<file path="src/hw/rtl/ists_pkg.sv">
// Shared types, constants and the sine table for the tone sequencer.
`default_nettype none
package ists_pkg;

  localparam int TABLE_POINTS   = 36;
  localparam int SEQUENCE_STEPS = 12;
  localparam int TABLE_ENTRIES  = 37;

  localparam int INC_W    = 12;
  localparam int SAMPLE_W = 10;
  localparam int FRAC_W   = 8;
  localparam int PT_W     = $clog2(TABLE_POINTS + 1);
  localparam int PH_W     = PT_W + FRAC_W;
  localparam int PERIOD   = TABLE_POINTS * 256;
  localparam int SUM_W    = ((PH_W > INC_W) ? PH_W : INC_W) + 1;
  localparam int STEP_W   = (SEQUENCE_STEPS > 1) ? $clog2(SEQUENCE_STEPS) : 1;
  localparam int IDX_W    = 4;

  // worst-case number of subtractions to bring an increment below one period
  localparam int MOD_STEPS = ((1 << INC_W) - 1) / PERIOD;

  localparam int QDEPTH = 4;
  localparam int QPTR_W = $clog2(QDEPTH);

  typedef enum logic {
    OP_TICK = 1'b0,
    OP_LOAD = 1'b1
  } op_t;

  typedef struct packed {
    op_t                kind;
    logic [STEP_W-1:0]  idx;
    logic [INC_W-1:0]   incr;
  } q_entry_t;

  typedef struct packed {
    logic full;
    logic empty;
  } q_status_t;

  // One period of the sine, offset to unsigned; entries past the end read zero.
  function automatic logic [SAMPLE_W-1:0] sine_at(input logic [PT_W-1:0] i);
    int n;
    logic [SAMPLE_W-1:0] s;
    n = int'(i);
    case (n)
      0:  s = 10'd511;  1:  s = 10'd599;  2:  s = 10'd685;  3:  s = 10'd766;
      4:  s = 10'd839;  5:  s = 10'd902;  6:  s = 10'd953;  7:  s = 10'd991;
      8:  s = 10'd1014; 9:  s = 10'd1022; 10: s = 10'd1014; 11: s = 10'd991;
      12: s = 10'd953;  13: s = 10'd902;  14: s = 10'd839;  15: s = 10'd766;
      16: s = 10'd685;  17: s = 10'd599;  18: s = 10'd511;  19: s = 10'd422;
      20: s = 10'd336;  21: s = 10'd255;  22: s = 10'd182;  23: s = 10'd119;
      24: s = 10'd68;   25: s = 10'd30;   26: s = 10'd7;    27: s = 10'd0;
      28: s = 10'd7;    29: s = 10'd30;   30: s = 10'd68;   31: s = 10'd119;
      32: s = 10'd182;  33: s = 10'd255;  34: s = 10'd336;  35: s = 10'd422;
      36: s = 10'd511;
      default: s = '0;
    endcase
    return s;
  endfunction

endpackage
`default_nettype wire

</file>
<file path="src/hw/rtl/ists_front.sv">
// Front end: decodes requests, drops out-of-range loads, folds increments.
`default_nettype none
module ists_front
  import ists_pkg::*;
(
  input  wire logic                 in_valid,
  input  wire logic                 opcode,
  input  wire logic [IDX_W-1:0]     step_index,
  input  wire logic [INC_W-1:0]     step_increment,
  input  wire q_status_t            q_status,
  output logic                      in_ready,
  output logic                      push,
  output q_entry_t                  entry
);

  logic             keep;
  logic [INC_W-1:0] incr_mod;

  // reduce the increment below one period so the back end needs one subtract
  always_comb begin
    incr_mod = step_increment;
    for (int k = 0; k < MOD_STEPS; k++) begin
      if (int'(incr_mod) >= PERIOD) begin
        incr_mod = incr_mod - INC_W'(PERIOD);
      end
    end
  end

  always_comb begin
    unique case (op_t'(opcode))
      OP_TICK: keep = 1'b1;
      OP_LOAD: keep = (int'(step_index) < SEQUENCE_STEPS);
      default: keep = 1'b0;
    endcase
  end

  assign in_ready   = !q_status.full;
  assign push       = in_valid && in_ready && keep;
  assign entry.kind = op_t'(opcode);
  assign entry.idx  = STEP_W'(step_index);
  assign entry.incr = incr_mod;

endmodule
`default_nettype wire

</file>
<file path="src/hw/rtl/ists_queue.sv">
// Short FIFO between the front and back ends.
`default_nettype none
module ists_queue
  import ists_pkg::*;
(
  input  wire logic      clk,
  input  wire logic      rst,
  input  wire logic      push,
  input  wire q_entry_t  push_entry,
  input  wire logic      pop,
  output q_entry_t       head,
  output q_status_t      status
);

  q_entry_t           slots [QDEPTH];
  logic [QPTR_W-1:0]  wr_ptr;
  logic [QPTR_W-1:0]  rd_ptr;
  logic [QPTR_W:0]    count;

  always_ff @(posedge clk) begin
    if (push) begin
      slots[wr_ptr] <= push_entry;
    end
  end

  always_ff @(posedge clk) begin
    if (rst) begin
      wr_ptr <= '0;
      rd_ptr <= '0;
      count  <= '0;
    end else begin
      if (push) wr_ptr <= wr_ptr + QPTR_W'(1);
      if (pop)  rd_ptr <= rd_ptr + QPTR_W'(1);
      if (push && !pop)      count <= count + (QPTR_W+1)'(1);
      else if (pop && !push) count <= count - (QPTR_W+1)'(1);
    end
  end

  assign head         = slots[rd_ptr];
  assign status.full  = (count == (QPTR_W+1)'(QDEPTH));
  assign status.empty = (count == '0);

endmodule
`default_nettype wire

</file>
<file path="src/hw/rtl/ists_back.sv">
// Back end: step store, phase accumulator, interpolation pipeline, output register.
`default_nettype none
module ists_back
  import ists_pkg::*;
(
  input  wire logic                 clk,
  input  wire logic                 rst,
  input  wire q_entry_t             head,
  input  wire q_status_t            q_status,
  output logic                      pop,
  input  wire logic                 out_ready,
  output logic                      out_valid,
  output logic [SAMPLE_W-1:0]       dac_code
);

  logic [INC_W-1:0]  inc_store [SEQUENCE_STEPS];
  logic [STEP_W-1:0] step_pos;
  logic [PH_W-1:0]   phase;
  logic              primed;

  logic              adv;
  logic              tick;
  logic [INC_W-1:0]  cur_inc;
  logic [SUM_W-1:0]  ph_sum;
  logic [PH_W-1:0]   phase_next;

  // stage 1: phase before this tick
  logic              s1_valid;
  logic              s1_first;
  logic [PH_W-1:0]   s1_phase;
  // stage 2: table points and weights
  logic              s2_valid;
  logic              s2_first;
  logic [SAMPLE_W-1:0] s2_lo;
  logic [SAMPLE_W-1:0] s2_hi;
  logic [FRAC_W:0]   s2_wlo;
  logic [FRAC_W-1:0] s2_whi;
  // stage 3: products
  logic              s3_valid;
  logic              s3_first;
  logic [SAMPLE_W+FRAC_W:0]   s3_plo;
  logic [SAMPLE_W+FRAC_W-1:0] s3_phi;

  logic [PT_W-1:0]   pt_lo;
  logic [PT_W-1:0]   pt_hi;
  logic [SAMPLE_W+FRAC_W:0] interp;

  assign adv  = !out_valid || out_ready;
  assign pop  = adv && !q_status.empty;
  assign tick = pop && (head.kind == OP_TICK);

  assign cur_inc = inc_store[step_pos];
  assign ph_sum  = SUM_W'(phase) + SUM_W'(cur_inc);

  always_comb begin
    if (ph_sum >= SUM_W'(PERIOD)) begin
      phase_next = PH_W'(ph_sum - SUM_W'(PERIOD));
    end else begin
      phase_next = PH_W'(ph_sum);
    end
  end

  always_ff @(posedge clk) begin
    if (rst) begin
      for (int i = 0; i < SEQUENCE_STEPS; i++) begin
        inc_store[i] <= '0;
      end
      step_pos <= '0;
      phase    <= '0;
      primed   <= 1'b0;
    end else if (pop) begin
      unique case (head.kind)
        OP_LOAD: begin
          inc_store[head.idx] <= head.incr;
        end
        OP_TICK: begin
          phase  <= phase_next;
          primed <= 1'b1;
          if (step_pos < STEP_W'(SEQUENCE_STEPS - 1)) begin
            step_pos <= step_pos + STEP_W'(1);
          end
        end
        default: ;
      endcase
    end
  end

  assign pt_lo = s1_phase[PH_W-1:FRAC_W];
  assign pt_hi = pt_lo + PT_W'(1);
  assign interp = s3_plo + (SAMPLE_W+FRAC_W+1)'(s3_phi);

  always_ff @(posedge clk) begin
    if (rst) begin
      s1_valid  <= 1'b0;
      s2_valid  <= 1'b0;
      s3_valid  <= 1'b0;
      out_valid <= 1'b0;
    end else if (adv) begin
      s1_valid  <= tick;
      s2_valid  <= s1_valid;
      s3_valid  <= s2_valid;
      out_valid <= s3_valid;
    end
  end

  always_ff @(posedge clk) begin
    if (adv) begin
      s1_first <= !primed;
      s1_phase <= phase;

      s2_first <= s1_first;
      s2_lo    <= sine_at(pt_lo);
      s2_hi    <= sine_at(pt_hi);
      s2_wlo   <= (FRAC_W+1)'(256) - (FRAC_W+1)'(s1_phase[FRAC_W-1:0]);
      s2_whi   <= s1_phase[FRAC_W-1:0];

      s3_first <= s2_first;
      s3_plo   <= (SAMPLE_W+FRAC_W+1)'(s2_lo) * (SAMPLE_W+FRAC_W+1)'(s2_wlo);
      s3_phi   <= (SAMPLE_W+FRAC_W)'(s2_hi) * (SAMPLE_W+FRAC_W)'(s2_whi);

      // the sum is the interpolated sample scaled by 256; its code drops eight bits
      dac_code <= s3_first ? '0 : interp[SAMPLE_W+FRAC_W-1:FRAC_W];
    end
  end

endmodule
`default_nettype wire

</file>
<file path="src/hw/rtl/interpolated_sine_tone_sequencer.sv">
// Top level of the interpolated sine tone sequencer.
//
//  channel  direction  handshake            payload
//  in       sink       in_valid/in_ready    opcode, step_index, step_increment
//  out      source     out_valid/out_ready  dac_code
//
// One request per cycle is taken while the four-entry queue has room.
// A tick's dac_code passes the interpolation pipeline and the output register; the phase
// accumulator steps as ticks leave the queue; unstalled ticks run back to back.
// Loads write the step store as they leave the queue and give no result.
// Synchronous reset clears the step store (in flip-flops), phase and step.
// A stalled output freezes the whole back end; the queue then fills and
// in_ready drops.
`default_nettype none
module interpolated_sine_tone_sequencer
  import ists_pkg::*;
(
  input  wire logic                  clk,
  input  wire logic                  rst,
  input  wire logic                  in_valid,
  output logic                       in_ready,
  input  wire logic                  opcode,
  input  wire logic [IDX_W-1:0]      step_index,
  input  wire logic [INC_W-1:0]      step_increment,
  output logic                       out_valid,
  input  wire logic                  out_ready,
  output logic [SAMPLE_W-1:0]        dac_code
);

  logic      push;
  logic      pop;
  q_entry_t  push_entry;
  q_entry_t  head;
  q_status_t q_status;

  // decode and filter incoming requests
  ists_front u_front (
    .in_valid       (in_valid),
    .opcode         (opcode),
    .step_index     (step_index),
    .step_increment (step_increment),
    .q_status       (q_status),
    .in_ready       (in_ready),
    .push           (push),
    .entry          (push_entry)
  );

  // decouples the front from output stalls
  ists_queue u_queue (
    .clk        (clk),
    .rst        (rst),
    .push       (push),
    .push_entry (push_entry),
    .pop        (pop),
    .head       (head),
    .status     (q_status)
  );

  // synthesis pipeline and output register
  ists_back u_back (
    .clk       (clk),
    .rst       (rst),
    .head      (head),
    .q_status  (q_status),
    .pop       (pop),
    .out_ready (out_ready),
    .out_valid (out_valid),
    .dac_code  (dac_code)
  );

`ifndef SYNTHESIS
  a_q_full_empty: assert property (@(posedge clk) disable iff (rst)
    !(q_status.full && q_status.empty))
    else $error("queue both full and empty");

  a_no_pop_empty: assert property (@(posedge clk) disable iff (rst)
    pop |-> !q_status.empty)
    else $error("pop from empty queue");

  a_no_push_full: assert property (@(posedge clk) disable iff (rst)
    push |-> !q_status.full)
    else $error("push into full queue");

  a_dac_range: assert property (@(posedge clk) disable iff (rst)
    out_valid |-> (dac_code <= 10'd1022))
    else $error("dac_code out of range");
`endif

endmodule
`default_nettype wire
</file>
<file path="config.mk">
export PLATFORM = sky130hd
export DESIGN_NAME = interpolated_sine_tone_sequencer
export DESIGN_NICKNAME = d
export VERILOG_FILES = /design/src/hw/rtl/ists_pkg.sv /design/src/hw/rtl/ists_front.sv /design/src/hw/rtl/ists_queue.sv /design/src/hw/rtl/ists_back.sv /design/src/hw/rtl/interpolated_sine_tone_sequencer.sv
export SDC_FILE = /design/constraint.sdc
export NUM_CORES = 1
export LEC_CHECK = 0
export BUFFER_PORTS_ARGS = -buffer_cell sky130_fd_sc_hd__buf_2
export CELL_PAD_IN_SITES_DETAIL_PLACEMENT = 0
export CELL_PAD_IN_SITES_GLOBAL_PLACEMENT = 1
export CORE_UTILIZATION = 45
export DETAILED_ROUTE_END_ITERATION = 12
export PLACE_DENSITY_LB_ADDON = 0.1
export SYNTH_ARGS = -nofsm -noshare
export SYNTH_HDL_FRONTEND = slang
export SYNTH_SLANG_ARGS = --single-unit
</file>
<file path="constraint.sdc">
create_clock -name clk -period 8.9 [get_ports clk]
set_clock_uncertainty 0.2 [all_clocks]
set_input_delay 0.445 -clock clk [delete_from_list [all_inputs] [get_ports clk]]
set_output_delay 0.445 -clock clk [all_outputs]
set_load 0.01 [all_outputs]
</file>
==> results.md <==
- The run finished with clean final reports.
- The post-synthesis net count is 2,164.
- The maximum number of pins on one net before global-route repair is 61.
- The detail route stage leaves a number of antenna-violating nets equal to 0.
- The final wirelength is about 53 mm.
- The area of all placed cells without fillers is 25,500 um2.
- Grouping stages by cell kind, the critical path spends the most delay in compound AO/OA/AOI/OAI gates.
- Across the whole layout, storage elements account for 11,500 um2.
- The worst hold path terminates at u_queue.wr_ptr[0].
- The final period utilization is 62.6%.
- Counting every sink on the clock net gives just under 400.
- The count of pins over their slew limit is 0.
- Synthesis produced 1,915 cells.
- The number of nets in the layout is 2,199.
- The number of global-route vias before repair is 14,700.
- The worst path meets setup with 3.33 ns of slack.
- The H-tree level count is 2.
- The number of enable-type register cells in the synthesized netlist is 359.
- Yosys attributes the largest share of cell area to edfxtp_1, fa_1, ha_1.
- The total of cells resized after clock tree synthesis is 0.
- The max-capacitance violation count is 0.
- The type of origin of the critical path is a flop.
- The number of antenna violations at the first check in global routing is 0.
- The final global-route overflow total is 0.
- The achievable frequency is approximately 180 MHz.
- The wire length of the first global-routing pass is ~83 mm.
- The repair_antennas step left the layout with diodes totalling 0.
- The critical path endpoint category is a flop.
- The initial cell density of the core is a little under half.
- Among all flip-flop cells after synthesis, the most frequent one is edfxtp_1.
- The critical path is of the flop to flop type.
- The detailed-router iteration count before antenna repair is 5.
- The slowest stage of the critical path is the buf_4 cell.
- The mapped cell area is 23,000 um2.
- Summed over all instances, the cell type with the most area after synthesis is edfxtp_1.
- Compared with the post-synthesis result, the final layout area differs by 10.9%.
- The congestion estimate from routability-driven global placement came to 0.823.
- The most repeated cell in the gate-level netlist after synthesis is edfxtp_1.
- In this run the critical register-to-register path is captured at u_back.phase[11].
- The required time of the critical path is 9.19 ns.
- After the first detailed-routing iteration, the DRC count stood at 773.
- Setup violations remaining at the end of the flow were counted as 0.
- Counting I/O delays and the setup requirement, the final critical path takes 5.57 ns.
- The total CTS buffers is 44.
- For the worst-skew pair, the clock arrives at the later sink with an insertion delay of 0.59 ns.
- Measured along the x axis, the die boundary spans 228 um.
- The detailed router placed 14,100 vias in this run.
- The total of warnings raised by yosys is 0.
- The path type of the worst min-delay path is primary input to flop.
- The maximum fanout count along the critical path is 42.
- The die is 228 um tall.
- The detailed placer's ending HPWL is 37.6 mm.
- The critical hold path startpoint is in_valid.
- By count the netlist is led by edfxtp_1, nor2_1, inv_1, nand2_1, and2_1.
- Setup repair after global routing left no endpoint under its margin.
- Of the post-synthesis cell area, the dominant cell type holds 46.9%.
- The site row count is 82.
- In the routed layout, each cell is associated on average with a via count of 5.32.
- For this run, design rule violations remaining after detail routing come to 0.
- In this run, distinct cell masters in the synthesized netlist total 77.
- The worst hold path was traced through 4 stages.
- The fill cell total of the finished layout is about 4,400.
- The multi-input combinational cells in the finished layout cover a total of 10,500 um2.
- After clock tree synthesis, the clock-pin slew on the worst setup and hold paths is 0.06 ns.
- The number of storage elements in the synthesis netlist is roughly 400.
- Counting flops with an async set or reset pin after synthesis yields a share of 0%.
- Traced cell by cell, the critical path runs through buf_4, mux4_2, mux4_2, ha_1, or3_4, a31oi_4, a211oi_2, or2_4, a21oi_4, ha_1, nand3_1, nor4_1, a31oi_1, a221oi_4, nand2_1, a311oi_1.
- The number of buffers between clock root and the deepest sink is 3.
- The number of input and output port buffers inserted is 32.
- The actual slew at the worst max-slew pin is 1.29 ns.
- The final sum of negative setup slack is 0 ns.
- The register-to-register path setup slack is about 3.3 ns.
- In the final layout, the share of cells above drive strength 1 is 11.9%.
- For the worst setup path, the data arrival time is 5.87 ns.
- The length in cells of the worst reg-to-reg path is 16.
- After synthesis, flip-flops and latches occupy roughly half of the total area.
- After detailed placement, the total cell area comes to between 20,000 and 25,000 um2.
- The die area is 51,900 um2.
- Averaged over all synthesized cells, the footprint is 12.0 um2.
- The final count of hold timing violations is 0.
- On the worst path, the slowest cell contributes a delay of 0.69 ns.
- The number of buffer and inverter instances along the worst setup path is 1.
- In the final routed layout, each cell accounts on average for 19.8 um.
- The top-level port count is 33.
- The post-place setup slack is 3.29 ns.
- The worst slew margin relative to its limit is 13.5%.
- The global-route usage over all layers is 20.7%.
- The CTS tree is done.
- The core region area is 50,300 um2.
- The cell at the root of the clock tree is clkbuf_16.
## sequential cells by signal, summed over array words and instances, names as in the netlist, 8 cells and up, named ones only
register,cells
u_back.s2_hi,10
u_back.s2_whi,8
u_back.inc_store,192
u_back.s2_lo,10
u_back.s3_phi,18
u_queue.slots,68
u_back.s1_phase,14
u_back.phase,14
u_back.s2_wlo,8
u_back.s3_plo,18
u_back.dac_code,10
## worst min-delay path, delay by kind of cell
family,cells,cell delay [ns]
simple gates,2,0.24
buf+inv,1,0.09
xor+xnor,1,0.15
## stage by stage
step                hold slack, ns  instances  utilization, %
floorplan                    0.200       1915               -
global placement             0.207       2558            47.4
detailed placement           0.219       2558            47.4
CTS                          0.162       2657            50.7
global route                 0.223       2657            50.7
finish                       0.187       2657            50.7
## placed cells by master, fill, tap and decap left out, types with 8 or more instances in the layout
master / n
edfxtp_1: 359
nor2_1: 241
inv_1: 182
nand2_1: 160
and2_1: 123
ha_1: 122
fa_1: 106
mux4_2: 66
a21oi_1: 60
o21ai_0: 56
clkbuf_16: 44
xnor2_1: 42
dfxtp_1: 34
buf_2: 32
nor3_1: 22
nand3_1: 20
xor2_1: 20
buf_4: 20
dlygate4sd3_1: 18
nand2b_1: 16
mux2i_1: 16
mux2_2: 15
a211oi_1: 13
a31oi_1: 13
nor2b_1: 11
o21ai_1: 11
a21o_1: 10
clkinv_2: 10
or2_2: 9
o211ai_1: 8
clkbuf_1: 8
## what timing repair did
item / 4_1_cts / 5_1_grt
hold buffers: 18 / 0
hold endpoints to repair: 71 / 0
setup buffers: 0 / 0
setup endpoints to repair: 0 / 0
## cell families (layout without fill, tap and decap cells)
logic type / after synthesis / after routing / share of synthesized area (%)
simple gates: 641 / 641 / 13.0
flops: 395 / 395 / 50.1
mux: 97 / 97 / 7.90
compound gates: 226 / 226 / 6.40
buf+inv: 266 / 336 / 4.37
xor+xnor: 62 / 62 / 2.36
fa+ha+maj: 228 / 228 / 15.9
## layer usage
metal / track usage, % / up-vias / share of wire, %
met5: 0 / - / 0
met4: 6.84 / 0 / 3.0
met3: 2.84 / 77 / 3.4
met2: 37.6 / 279 / 52
met1: 25.2 / 7030 / 42
li1: - / 6759 / -
## worst max path at each step
stage	start	to	slack [ns]	depth (start not counted)
floorplan	out_ready	u_back.inc_store[13][0]	3.59	6
global placement	u_back.s2_whi[0]	u_back.s3_plo[17]	3.43	18
detailed placement	flop	u_back.phase[11]	3.29	16
CTS	flop	u_back.phase[11]	3.24	16
global route	flop	u_back.phase[11]	2.85	16
finish	flop	u_back.phase[11]	3.33	16
## area by class of cell
cell class | count | area share, %
clock buffer | 59 | 4.82
clock inverter | 22 | 0.825
inverter | 185 | 2.74
multi-input combinational | 1254 | 41.2
sequential | 395 | 45.2
tap | 672 | 3.30
timing repair buffer | 70 | 1.93
Power is left out: the tool's default activity adds up to more than one toggle a clock period on the data nets, which glitch-free logic cannot reach.
